[src/hw/rtl/csrs_pkg.sv]
// ----------------------------------------------------------------------------
// csrs_pkg - shared definitions for the CSR sparse matrix store
// Capacity constants, derived widths, status and register codes, and the
// write-port structs of the row pointer table and the entry table.
// ----------------------------------------------------------------------------
package csrs_pkg;

  localparam int MAX_ROWS    = 64;
  localparam int MAX_ENTRIES = 256;
  localparam int MAX_COLS    = 1024;

  localparam int ROW_W   = 6;                          // row field
  localparam int COL_W   = 10;                         // col field
  localparam int VAL_W   = 32;                         // value field
  localparam int ROWS_W  = 7;                          // row_count register
  localparam int COLS_W  = 11;                         // column_count register
  localparam int ROW_AW  = $clog2(MAX_ROWS + 1);       // row pointer table address
  localparam int ENT_AW  = $clog2(MAX_ENTRIES);        // entry table address
  localparam int CNT_W   = $clog2(MAX_ENTRIES + 1);    // entry count / pointers
  localparam int STAT_W  = 2;
  localparam int CFG_IW  = 1;
  localparam int CFG_DW  = 11;

  localparam logic [STAT_W-1:0] ST_OK    = 2'd0;
  localparam logic [STAT_W-1:0] ST_RANGE = 2'd1;
  localparam logic [STAT_W-1:0] ST_FULL  = 2'd2;

  localparam logic [CFG_IW-1:0] CFG_ROW_COUNT = 1'b0;
  localparam logic [CFG_IW-1:0] CFG_COL_COUNT = 1'b1;

  localparam logic MODE_READ = 1'b0;

  typedef struct packed {
    logic              we;
    logic [ROW_AW-1:0] waddr;
    logic [CNT_W-1:0]  wdata;
  } row_wr_t;

  typedef struct packed {
    logic [COL_W-1:0] col;
    logic [VAL_W-1:0] value;
  } entry_t;

  typedef struct packed {
    logic              we;
    logic [ENT_AW-1:0] waddr;
    entry_t            wdata;
  } entry_wr_t;

endpackage

[src/hw/rtl/csrs_row_table.sv]
// ----------------------------------------------------------------------------
// csrs_row_table - row start pointer table
// One write and one registered read per cycle. A valid bit per row clears at
// reset so that an unwritten pointer reads as zero.
// ----------------------------------------------------------------------------
module csrs_row_table (
  input  logic                        clk,
  input  logic                        rst,
  input  logic [csrs_pkg::ROW_AW-1:0] rd_addr,
  input  csrs_pkg::row_wr_t           wr,
  output logic [csrs_pkg::CNT_W-1:0]  rd_data
);

  logic [csrs_pkg::CNT_W-1:0] mem [0:csrs_pkg::MAX_ROWS];
  logic [csrs_pkg::MAX_ROWS:0] valid;
  logic [csrs_pkg::CNT_W-1:0] mem_q;
  logic                       valid_q;

  always_ff @(posedge clk) begin
    if (rst) begin
      valid <= '0;
    end else if (wr.we) begin
      valid[wr.waddr] <= 1'b1;
    end
  end

  always_ff @(posedge clk) begin
    if (wr.we) begin
      mem[wr.waddr] <= wr.wdata;
    end
    mem_q   <= mem[rd_addr];
    valid_q <= valid[rd_addr];
  end

  assign rd_data = valid_q ? mem_q : '0;

endmodule

[config.mk]
export PLATFORM = sky130hd
export DESIGN_NAME = csrs_row_table
export DESIGN_NICKNAME = d
export VERILOG_FILES = /design/src/hw/rtl/csrs_pkg.sv /design/src/hw/rtl/csrs_row_table.sv
export SDC_FILE = /design/constraint.sdc
export NUM_CORES = 1
export LEC_CHECK = 0
export CORE_ASPECT_RATIO = 0.8
export CORE_UTILIZATION = 65
export DETAILED_ROUTE_END_ITERATION = 6
export DONT_BUFFER_PORTS = 1
export GPL_ROUTABILITY_DRIVEN = 0
export PLACE_DENSITY = 0.81
export REMOVE_ABC_BUFFERS = 1
export SLEW_MARGIN = 20
export SYNTH_ARGS = -nofsm -noshare
export SYNTH_HDL_FRONTEND = slang
export SYNTH_SLANG_ARGS = --single-unit
[constraint.sdc]
create_clock -name clk -period 3.2 [get_ports clk]
set_input_delay 0 -clock clk [delete_from_list [all_inputs] [get_ports clk]]
set_output_delay 0 -clock clk [all_outputs]
set_load 0.03 [all_outputs]
==> qor.csv <==
metric;value;unit
ir_drop;0.531;mV
async_flop_share;0;%
fin_tns_setup;0;ns
synth_ff_type;edfxtp_1;
die-area;40300;um2
synth_enable_flop_cells;585;
wire_per_inst;29.7;um
end_kind;flip-flop;
final-setup-viol-count;0;
io_buffers;0;
start_kind;input port;
postLayoutCellArea;28600;um2
worstPathCellList;dlygate4sd3_1 > clkinv_1 > nand2_1 > a21oi_1 > a2111oi_0 > a221oi_1 > dlygate4sd3_1;
syn_area;25700;um2
clockRootBuffer;clkbuf_16;
synth.largest_area_cell;edfxtp_1;
slew_headroom;18.7;%
start_util;66.5;%
fp-row-count;64;
syn_to_final_growth;11.5;%
cts.htree.levels;2;
path_max_fanout;17;
ys_top_cells_by_area;edfxtp_1 (68%), mux4_2 (11%), dfxtp_1 (5.8%);
clk_pin_slew;0.06;ns
vias;14000;
slowest_stage;dlygate4sd3_1;
cts_tree;done;
required;3.68;ns
clk_path_buf_depth;3;
insertion_delay;0.60;ns
worst_pin_slew;1.21;ns
skew;0.0150;ns
cts_resized;0;
ys_warn_count;0;
grt_start_max_net_pins;142;
drt_iter0_drc;2231;
cpMostUsedCell;dlygate4sd3_1;
p_per_area;598;nW/um2
placed_area;26100;um2
period_share;97.4;%
maxCapViolCount;0;
ant_nets;0;
nNetsFinal;1502;
p_leak;9.17;nW
worst_r2r_endpoint;valid_q$_DFF_P_;
grt_pass1_vias;13800;
gr-total-overflow;0;
num_io_pins;35;
period_minus_slack;3.12;ns
hold_path_class;input port to flip-flop;
cp-startpoint;rd_addr[4];
rr_worst_depth;7;
ys_seq_area_share;74.3;%
viasPerCell;6.80;
die_height;180;um
wl;61.0;mm
r2r-start;valid[30]$_SDFFE_PP0P_;
path_class;input port to flip-flop;
synthCells;1413;
slew_violations;0;
avgSynthCellArea;18.2;um2
hold_viol;0;
grt_pass1_wl;89.3;mm
antenna_found_initial;2;
drtPass1Iterations;6;
yosysUniqueCellTypes;53;
rsz0062_at_grt;false;
drive_gt1_share;21.1;%
crit_path_end;mem_q[8]$_DFF_P_;
critPathArrivalTime;3.59;ns
max_stage_delay;1.26;ns
die_w;224;um
drc;0;
hpwl;33.8;mm
yosys.area.top_type_share;68.4;%
synth-seq-cells;660;
ff2ff_setup_slack;0.50;ns
outcome;completed;
track_usage;30.9;%
fmax;321;MHz
core_area;38600;um2
cts_buffers;58;
cts_sinks;660;
==> placed cells by master (no fill, tap or decap), drive strengths merged, types with 31 or more instances in the layout <==
master / instances
dfxtp: 75
edfxtp: 585
dlygate4sd3: 34
o22ai: 31
nand2: 47
nor2: 190
nor3: 33
mux4: 129
buf: 38
clkbuf: 86
mux2: 51
==> metal layers <==
| metal | GRT usage (%) | wire [um] | vias to the layer above |
|---|---|---|---|
| met1 | 45.0 | 22900 | 7082 |
| met4 | 9.03 | 2030 | 2 |
| met3 | 8.17 | 7940 | 161 |
| met5 | 0 | 13 | - |
| met2 | 46.9 | 28200 | 1018 |
| li1 | - | - | 5719 |
==> worst min path at each step <==
stage / from / to / slack (ns) / cells after the start
after floorplan: rst / valid[0]$_SDFFE_PP0P_ / 0.07 / 1
after global placement: rst / valid[20]$_SDFFE_PP0P_ / 0.08 / 1
after detailed placement: rst / valid[18]$_SDFFE_PP0P_ / 0.09 / 1
after CTS: rd_addr[1] / mem_q[0]$_DFF_P_ / 0.001 / 4
after global routing: rd_addr[3] / mem_q[0]$_DFF_P_ / 0.01 / 4
final: wr[16] / mem[9][7]$_DFFE_PP_ / 0.02 / 2
==> cell families after synthesis <==
| group | share of synthesized area [%] |
|---|---|
| muxes | 14.8 |
| AOI/OAI and AO/OA | 3.05 |
| buffers and inverters | 1.75 |
| DFF | 74.3 |
| and+or+nand+nor | 6.17 |
==> cells in the mapped netlist (2+ instances only) <==
cell type and instances:
a2111oi_0 4, a211oi_1 12, a21oi_1 13, a221oi_1 2, a22o_1 8, a31oi_1 2, and2_1 9, and3_1 2
buf_2 23, buf_4 15, buf_6 7, clkbuf_1 20, clkbuf_4 2, dfxtp_1 75, edfxtp_1 585, inv_1 6
mux2_2 51, mux2i_1 30, mux4_1 3, mux4_2 126, nand2_1 46, nand2b_1 8, nand3_1 21, nand3b_1 3
nor2_1 190, nor2b_1 20, nor3_1 33, nor4_1 7, o211ai_1 6, o21ai_0 14, o21ba_2 10, o22ai_1 31
or2_1 2, or2_2 7, or3b_2 2
==> critical path: cells and delay by family <==
kind,cells,cell delay (ns)
buffers and inverters,3,2.45
AO/OA/AOI/OAI,3,0.64
AND/OR/NAND/NOR,1,0.49
==> flip-flops by register name (all words and copies together) (netlist names) <==
register / flops
mem_q: 9
valid: 65
mem: 585
valid_q: 1
==> cell type report <==
class	count	area (um2)
Clock inverter	23	205
Sequential cell	660	19100
Antenna cell	2	5.00
Fill cell	2168	9960
Timing Repair Buffer	72	826
Multi-Input combinational cell	676	6160
Tap cell	528	661
Inverter	8	30.0
Clock buffer	86	1680
==> metrics by stage <==
| step | util, % | hold WS, ns | worst slack, ns | cells | power, W |
|---|---|---|---|---|---|
| after floorplan | - | 0.0724 | 1.38 | 1344 | 0.00996 |
| after global placement | 67.7 | 0.0811 | 1.20 | 1900 | 0.0101 |
| after detailed placement | 67.7 | 0.0860 | 1.12 | 1900 | 0.0101 |
| after CTS | 74.1 | 0.00109 | 0.269 | 2052 | 0.0171 |
| after global routing | 74.2 | 0.0139 | 0.123 | 2054 | 0.0175 |
| final | 74.2 | 0.0206 | 0.0834 | 2055 | 0.0171 |
==> where the power goes <==
group          switching, W  internal [W]
Clock               0.00303       0.00393
Sequential        0.0000192       0.00940
Combinational      0.000432      0.000315
==> repair_timing <==
item,4_1_cts,5_1_grt
setup buffers,0,0
endpoints found under the setup margin,0,0
endpoints found under the hold margin,768,9
hold buffers,43,1
(Power assumes the default switching activity.)
